## src/hdl/ppa_pkg.sv

```systemverilog
// Shared codes for the per-CPU page allocator: operation codes, status codes,
// configuration register indexes and reset values of the region registers.
// No dependencies.
`timescale 1ns / 1ps
`default_nettype none

package ppa_pkg;

    localparam int DATA_W = 32;

    // Operation codes on func
    localparam logic FUNC_ALLOC = 1'b0;
    localparam logic FUNC_FREE  = 1'b1;

    // Configuration register indexes
    localparam logic CFG_REGION_START = 1'b0;
    localparam logic CFG_REGION_END   = 1'b1;

    localparam logic [DATA_W-1:0] REGION_START_RST = 32'h8000_0000;
    localparam logic [DATA_W-1:0] REGION_END_RST   = 32'h8800_0000;

    typedef enum logic [1:0] {
        ST_OK      = 2'd0,
        ST_NOMEM   = 2'd1,
        ST_BADADDR = 2'd2
    } status_t;

endpackage

`default_nettype wire

```

## src/hdl/ppa_free_check.sv

```systemverilog
// Address check for a page free: alignment, region bounds and page index.
// Depends on ppa_pkg. PAGE_BYTES must be a power of two.
`timescale 1ns / 1ps
`default_nettype none

module ppa_free_check
    import ppa_pkg::*;
#(
    parameter int NUM_PAGES  = 32768,
    parameter int PAGE_BYTES = 4096
) (
    input  wire logic [DATA_W-1:0]          addr,
    input  wire logic [DATA_W-1:0]          region_start,
    input  wire logic [DATA_W-1:0]          region_end,
    input  wire logic [DATA_W:0]            base,
    output logic                            bad,
    output logic [$clog2(NUM_PAGES)-1:0]    idx
);

    localparam int OB = $clog2(PAGE_BYTES);
    localparam int PW = $clog2(NUM_PAGES);

    logic [DATA_W-1:0] diff;
    logic [DATA_W:0]   offs;
    logic              misaligned;

    // Page offset from the base, then range checks
    assign diff       = addr - base[DATA_W-1:0];
    assign offs       = {1'b0, diff} >> OB;
    assign misaligned = (addr[OB-1:0] != '0);
    assign idx        = offs[PW-1:0];

    assign bad = misaligned
              || (addr < region_start)
              || (addr >= region_end)
              || ({1'b0, addr} < base)
              || (offs >= (DATA_W+1)'(NUM_PAGES));

endmodule

`default_nettype wire

```

## config.mk

```make
export PLATFORM = sky130hd
export DESIGN_NAME = ppa_free_check
export DESIGN_NICKNAME = d
export VERILOG_FILES = /design/src/hdl/ppa_pkg.sv /design/src/hdl/ppa_free_check.sv
export SDC_FILE = /design/constraint.sdc
export NUM_CORES = 1
export LEC_CHECK = 0
export BUFFER_PORTS_ARGS = -buffer_cell sky130_fd_sc_hd__buf_2
export CAP_MARGIN = 5
export CORE_UTILIZATION = 50
export DETAILED_ROUTE_END_ITERATION = 12
export GPL_TIMING_DRIVEN = 0
export PLACE_DENSITY = 0.92
export SETUP_SLACK_MARGIN = 0.02
export SLEW_MARGIN = 20
export SYNTH_ARGS = -nofsm -noshare
export SYNTH_HDL_FRONTEND = slang
export SYNTH_SLANG_ARGS = --single-unit
```

## constraint.sdc

```tcl
create_clock -name vclk -period 3.3
set_clock_uncertainty 0.2 [all_clocks]
set_input_delay 0 -clock vclk [all_inputs]
set_output_delay 0 -clock vclk [all_outputs]
set_load 0.02 [all_outputs]
```

Word-level counts from Yosys, hierarchy flattened
Cells that the tools add are included.

storage, ports and cells
  logic and storage cells = 10
  bits in registers = 0
  bits of input ports = 129
  output and inout bits = 16

operators by class
  reduce and logical (&&, ||, !) cells = 5
  $lt $le $gt $ge = 4
  add/subtract/negate cells = 1

operators with widths
  kind                                                                                   number
  32-bit by 33-bit less-than comparator with 1-bit output                                1
  32-bit greater-or-equal comparator                                                     1
  32-bit less-than comparator                                                            1
  32-bit subtractor                                                                      1
  20-bit by 16-bit greater-or-equal comparator with 1-bit output, second input constant  1
  12-bit nonzero test                                                                    1
  1-bit logical OR                                                                       4

Depth between registers and ports, before layout
Gate-level depths: netlist of the first run.

  depth after elaboration = 5
  depth in mapped cells = 13

Worst setup path before layout of the first run
Ideal clock, no wire load.

  path kind = input-to-output
  start point = in base[9]
  end point = out idx[12]
  data arrival time = 2591 ps
  setup slack = 509 ps
  stages on the path = 13
  path through = inv_1 > ha_1 > a211oi_2 > o21ai_1 > a2111oi_2 > a21bo_1 > and2_4 > buf_6 > a22o_1 > or2_2 > a21oi_1 > o21bai_1 > xor2_1

between the ends
  longest elaborated chain between the ends = 1

RTL lines
  element            RTL line              text
  from (decl)        ppa_free_check.sv:15  input wire logic [DATA_W:0] base,
  32-bit subtractor  ppa_free_check.sv:28  assign diff = addr - base[DATA_W-1:0];
  to (decl)          ppa_free_check.sv:17  output logic [$clog2(NUM_PAGES)-1:0] idx

No other way between the ends.

Worst setup path after layout of the first run
  start point = in addr[9]
  end point = out bad

between the ends
  longest elaborated chain between the ends = 5
  elaborated cells on any way between the ends = 10
  classes of those cells = 1 x add/sub; 4 x order compare; 5 x reduce/logical

RTL lines
  element                                                                    RTL line              text
  from (decl)                                                                ppa_free_check.sv:12  input wire logic [DATA_W-1:0] addr,
  parallel branches: the longest is 4 deep, another holds 32-bit subtractor  --
  1-bit logical OR (*)                                                       ppa_free_check.sv:37  || (offs >= (DATA_W+1)'(NUM_PAGES));
  to (decl)                                                                  ppa_free_check.sv:16  output logic bad,

Mark *: on every way between the ends.

==> results of run 1 <==
## cells in the mapped netlist (all sizes together)
| library cell | number |
|---|---|
| inv | 98 |
| ha | 94 |
| a21oi | 44 |
| o21ai | 25 |
| nand2 | 23 |
| nor2 | 22 |
| a21o | 20 |
| nand4 | 15 |
| nand3 | 9 |
| xnor2 | 9 |
| xor2 | 9 |
| nor2b | 8 |
| a211oi | 7 |
| o21bai | 6 |
| a31oi | 5 |
| o211ai | 5 |
| o21a | 5 |
| a2111oi | 4 |
| clkbuf | 4 |
| nand2b | 4 |
| nor3 | 4 |
| nor4 | 3 |
| a21boi | 2 |
| a41oi | 2 |
| and2 | 2 |
| and3 | 2 |
| a211o | 1 |
| a21bo | 1 |
| a22o | 1 |
| a311oi | 1 |
| a31o | 1 |
| buf | 1 |
| nor4b | 1 |
| o2111ai | 1 |
| o221a | 1 |
| o2bb2ai | 1 |
| o311ai | 1 |
| o31ai | 1 |
| or2 | 1 |
| or3 | 1 |
| or4 | 1 |
## metrics by stage
| step | power (µW) | utilization [%] | cells |
|---|---|---|---|
| after floorplan | 418 | - | 446 |
| after detailed placement | 642 | 65.6 | 666 |
| after global routing | 727 | 65.7 | 666 |
| after CTS | 646 | 65.6 | 666 |
| after global placement | 615 | 65.6 | 666 |
| final | 650 | 65.7 | 666 |
## final cells by class
type                       count  area share (%)
buffer                         5           0.672
inverter                      98            9.40
multi-input combinational    343            69.0
tap                           75            2.40
timing repair buffer         145            18.6
## routing by layer
metal  global-route usage [%]  share of wire [%]  wire (µm)  up-vias
met2                     53.6                 49       4380      147
met5                        0                  0          0        -
met1                     30.0                 41       3680     1629
li1                         -                  -          -     1862
met4                     8.04                2.8        247        0
met3                     3.52                6.4        569       28
## worst min path at each step
stage          startpoint     end  slack, ns  depth (start not counted)
2_1_floorplan    addr[17]  idx[5]        0.1                          2
3_3_place_gp     base[17]  idx[5]       0.31                          5
3_5_place_dp     base[17]  idx[5]       0.32                          5
4_1_cts          base[17]  idx[5]       0.32                          5
5_1_grt          base[17]  idx[5]       0.37                          5
6_report         base[17]  idx[5]       0.32                          5
## cell families after synthesis
logic type	share of synthesized area, %
AOI/OAI and AO/OA	28.6
xor gates and xnor gates	5.11
adders and majority gates	38.1
buffers and inverters	12.8
and+or+nand+nor	15.5
## tightest hold or removal path, cell delays in order
cell and delay [ns]:
sky130_fd_sc_hd__buf_2 0.10, sky130_fd_sc_hd__inv_1 0.04, sky130_fd_sc_hd__ha_1 0.15, sky130_fd_sc_hd__xor2_1 0.07, sky130_fd_sc_hd__buf_2 0.16
## report_power, final
part           internal (µW)  switching, µW  leakage (µW)
logic                    283            367       0.00239
registers                  0              0             0
clock network              0              0             0
==> metrics.log, run 1 <==
[metrics] Vias/cell: approximately 5.5
[metrics] nature of the critical path endpoint: output port
[metrics] pin count of the biggest net entering global routing: 11
[metrics] routability congestion estimate from global placement: 0.902
[metrics] routed length per instance: 13.3 µm
[metrics] final count of negative-setup-slack endpoints: 0
[metrics] flip-flop and latch area: 0 µm²
[metrics] first-pass iteration count of the detailed router: 4
[metrics] Top Family by Delay on Critical Path: compound AO/OA/AOI/OAI gates
[metrics] crit path DAT: ~2.9 ns
[metrics] ratio of cells with drive above 1 in the final layout: 26.2%
[metrics] placement-stage cell area: slightly below 4000 µm²
[metrics] sequential-to-total area share from yosys stat: 0%
[metrics] vias in the first global route: 3605
[metrics] number of DRC violations after detailed-routing iteration 0: 130
[metrics] # diodes: 0
[metrics] number of nets in the layout: 816
[metrics] Leakage: 0.00239 µW
[metrics] row count: 28
[metrics] clk_buf instances: 0
[metrics] multi-input logic area: 2700 µm²
[metrics] number of max-cap violations: 0
[metrics] Post-Place Setup Slack: 0.199 ns
[metrics] most area-consuming cells after synthesis: sky130_fd_sc_hd__ha_1, sky130_fd_sc_hd__inv_1, sky130_fd_sc_hd__a21oi_1, sky130_fd_sc_hd__a21o_1, sky130_fd_sc_hd__o21ai_0
[metrics] CTS resizes: 0
[metrics] Slowest Stage Delay on Critical Path: 0.35 ns
[metrics] # hold bufs at CTS: 0
[metrics] RSZ-0062 raised after global routing: false
[metrics] antenna-violating nets left: 0
[metrics] Syn Std Cell Area: a little over 3000 µm²
[metrics] capture point of the critical path: bad
[metrics] worst path required time: slightly above 3 ns
[metrics] area of the die: between 6000 and 7000 µm²
[metrics] post-CTS setup buffer count: 0
[metrics] final routed wirelength across all metal layers: approximately 8900 µm
[metrics] wire length of the first global-routing pass: around 15000 µm
[metrics] category of the critical setup timing path: primary input to output port
[metrics] run status: finished clean
[metrics] number of buffer and inverter stages on the critical path: 3
[metrics] min-delay worst type: primary input to output port
[metrics] Final Max Slew Viols: 0
[metrics] via count: 3666
[metrics] Pwr per Cell Area: 166 nW/µm²
[metrics] antenna violations before repair: 0
[metrics] Relative slew margins: 57.0%
[metrics] final critical-path setup slack: ~0.22 ns
[metrics] type of origin of the critical path: primary input
[metrics] commonest non-fill, non-tap cell in the layout: sky130_fd_sc_hd__buf_2
[metrics] beginning of the critical path: addr[9]
[metrics] most frequent cells in the layout: sky130_fd_sc_hd__buf_2, sky130_fd_sc_hd__inv_1, sky130_fd_sc_hd__ha_1
[metrics] IO Port Bufs: between 100 and 150
[metrics] number of sequential storage elements: 0
[metrics] number of library cell types mapped by synthesis: 46
[metrics] cell type with the largest total area after synthesis: sky130_fd_sc_hd__ha_1
[metrics] # IOs: 145
[metrics] die outline width: 80.6 µm
[metrics] Syn Area/Cell: 6.92 µm²
[metrics] Achievable Freq: 324 MHz
[metrics] critical-path cell list: buf_2, ha_1, a211oi_2, o21ai_1, a2111oi_2, a21bo_1, and2_4, buf_6, a22o_1, a41oi_2, xnor2_1, a2111oi_2, o2111ai_1, buf_2
[metrics] DRC viols: 0
[metrics] hold_ws: 0.321 ns
[metrics] post-route design area: 3910 µm²
[metrics] Synthesized Nets: around 670
[metrics] area share of the largest cell type after synthesis: 38.1%
[metrics] maximum fanout count along the critical path: 5
[metrics] Total Routing Usage GR: a little over a quarter
[metrics] library cell contributing the largest single delay on the critical path: sky130_fd_sc_hd__ha_1
[metrics] leftover overflow at the end of global routing: 0
[metrics] Area growth, synth to finish: 26.7%
[metrics] worst supply voltage drop on vdd: roughly 0.00012 V
[metrics] Post-Syn Instances: 446
[metrics] cell count along the critical path: 14
[metrics] clock period minus final worst setup slack: 3.08 ns
[metrics] Floorplan Core Area: 5960 µm²
[metrics] vertical die dimension: 80.6 µm
[metrics] estimated wirelength of the detail-placed design: 8050 µm
[metrics] actual transition at the worst max-transition pin: 0.628 ns
[metrics] synthesis warning total: 0
[metrics] Starting Density: 51.8%
[metrics] count of final hold-check violations: 0
[metrics] Final Cycle Share: 93.4%
[metrics] Filler Cells Inserted: 548
[metrics] accumulated negative setup slack: 0 ns
(Power assumes the default switching activity.)
==> run 2, diff against run 1 <==
--- a/config.mk
+++ b/config.mk
@@ -11,6 +11,7 @@
 export DETAILED_ROUTE_END_ITERATION = 12
 export GPL_TIMING_DRIVEN = 0
 export PLACE_DENSITY = 0.92
+export RECOVER_POWER = 50
 export SETUP_SLACK_MARGIN = 0.02
 export SLEW_MARGIN = 20
 export SYNTH_ARGS = -nofsm -noshare
==> run 2 against run 1 <==
Compared with the run above: worst setup slack got worse by 0.0011 ns; cell area decreased by 0.22%; combinational power decreased by 0.8%; maximum frequency about the same; core utilization decreased by 0.15 points; highest routed layer unchanged; clock-buffer cell count unchanged; critical endpoint unchanged; via count increased by 0.79%; sequential share of layout area unchanged; critical path type unchanged.
==> metrics.log, run 2 (synthesized netlist as in run 1, its figures left out) <==
[metrics] switching power as a share of total power: a little under three fifths
[metrics] final routed wirelength across all metal layers: 8900 µm
[metrics] critical-path cell list: buf_2, ha_1, a211oi_2, o21ai_1, a2111oi_2, a21bo_1, and2_4, buf_6, a22o_1, a41oi_2, xnor2_1, a2111oi_2, o2111ai_1, buf_2
[metrics] clk_buf instances: 0
[metrics] number of max-cap violations: 0
[metrics] number of buffer and inverter stages on the critical path: 3
[metrics] leftover overflow at the end of global routing: 0
[metrics] Starting Density: 51.8%
[metrics] power spent charging and discharging nets: 368 µW
[metrics] RSZ-0062 raised after global routing: false
[metrics] first-pass iteration count of the detailed router: 4
[metrics] run status: finished clean
[metrics] min-delay worst type: primary input to output port
[metrics] IO Port Bufs: 145
[metrics] Leakage: 0.00237 µW
[metrics] crit path DAT: 2.88 ns
[metrics] DRC viols: 0
[metrics] estimated wirelength of the detail-placed design: 8050 µm
[metrics] die outline width: 80.6 µm
[metrics] routed length per instance: roughly 13 µm
[metrics] # IOs: between 100 and 150
[metrics] post-CTS setup buffer count: 0
[metrics] number of nets in the layout: 816
[metrics] nature of the critical path endpoint: output port
[metrics] pin count of the biggest net entering global routing: 11
[metrics] accumulated negative setup slack: 0 ns
[metrics] Total Routing Usage GR: 27.4%
[metrics] vertical die dimension: 80.6 µm
[metrics] # diodes: 0
[metrics] count of final hold-check violations: 0
[metrics] number of instances in the placed design: 666
[metrics] clock share of power: 0%
[metrics] Final Max Slew Viols: 0
[metrics] maximum fanout count along the critical path: 5
[metrics] antenna-violating nets left: 0
[metrics] type of origin of the critical path: primary input
[metrics] Area growth, synth to finish: 26.4%
[metrics] share of power burned in combinational logic: 100.0%
[metrics] vias in the first global route: between 3000 and 4000
[metrics] area of the die: 6490 µm²
[metrics] actual transition at the worst max-transition pin: around 0.63 ns
[metrics] Top Family by Delay on Critical Path: compound AO/OA/AOI/OAI gates
[metrics] category of the critical setup timing path: primary input to output port
[metrics] Relative slew margins: approximately 57%
[metrics] final count of negative-setup-slack endpoints: 0
[metrics] Pwr per Cell Area: 165 nW/µm²
[metrics] Vias/cell: roughly 5.5
[metrics] flip-flop and latch area: 0 µm²
[metrics] Final Cycle Share: just over 90%
[metrics] number of sequential storage elements: 0
[metrics] routability congestion estimate from global placement: approximately 0.90
[metrics] antenna violations before repair: 0
[metrics] post-layout instance count excluding filler cells: about 670
[metrics] Slowest Stage Delay on Critical Path: ~0.35 ns
[metrics] most frequent cells in the layout: sky130_fd_sc_hd__buf_2, sky130_fd_sc_hd__inv_1, sky130_fd_sc_hd__ha_1
[metrics] worst supply voltage drop on vdd: about 0.00012 V
[metrics] row count: 28
[metrics] clock period minus final worst setup slack: 3.08 ns
[metrics] library cell contributing the largest single delay on the critical path: sky130_fd_sc_hd__ha_1
[metrics] ratio of cells with drive above 1 in the final layout: 25.0%
[metrics] worst path required time: 3.10 ns
[metrics] wire length of the first global-routing pass: 14500 µm
[metrics] number of DRC violations after detailed-routing iteration 0: 137
[metrics] via count: 3695
[metrics] sequential share of power: 0%
[metrics] Floorplan Core Area: 5960 µm²
[metrics] internal power consumption: between 200 and 300 µW
[metrics] Achievable Freq: 324 MHz
[metrics] commonest non-fill, non-tap cell in the layout: sky130_fd_sc_hd__buf_2
==> run 2: cell count changes in the layout (fill, tap and decap cells not counted) <==
cell                       before  now
sky130_fd_sc_hd__clkbuf_1       4   11
sky130_fd_sc_hd__buf_2        145  138
==> run 2: timing repair <==
action | CTS | global route
hold buffers | 0 | 0
gates resized for setup | 0 | 2
endpoints found under the setup margin | 0 | 2
==> run 2: tightest hold or removal path, delay by kind of cell <==
kind | cells | cell delay, ns
xor+xnor | 1 | 0.08
fa+ha+maj | 1 | 0.15
buf+inv | 3 | 0.31
==> run 2: cell type report <==
cell class / instances / area, µm²
multi-input combinational: 343 / 2700
fill: 553 / 2050
timing repair buffer: 145 / 717
inverter: 98 / 368
tap: 75 / 93.8
buffer: 5 / 26.3
==> run 2: path summary, 6_finish.rpt <==
kind	slack [ns]	from	end	cells after the start
worst max-delay path	0.22	addr[9]	bad	14
worst min-delay path	0.34	base[17]	idx[5]	5
==> run 2: per-stage QoR <==
step / area, µm² / utilization (%) / total power [µW] / setup WS, ns / hold slack [ns]
finish: 3900 / 65.5 / 645 / 0.216 / 0.341
global placement: 3910 / 65.6 / 615 / 0.259 / 0.311
CTS: 3910 / 65.6 / 646 / 0.198 / 0.320
floorplan: 3090 / - / 418 / 0.509 / 0.0967
global route: 3900 / 65.5 / 723 / 0.0283 / 0.388
detailed placement: 3910 / 65.6 / 642 / 0.199 / 0.324
==> run 2: per-layer routing <==
layer	global-route usage (%)	routed length, µm	vias to the layer above
met4	8.04	253	0
li1	-	-	1862
met2	53.6	4400	157
met1	30.0	3620	1646
met3	3.52	628	30
met5	0	0	-
==> run 2: power by group through the flow <==
stage          clock (µW)  sequential [µW]  combinational (µW)
6_report                0                0                 645
4_1_cts                 0                0                 646
5_1_grt                 0                0                 723
3_3_place_gp            0                0                 615
2_1_floorplan           0                0                 418
3_5_place_dp            0                0                 642
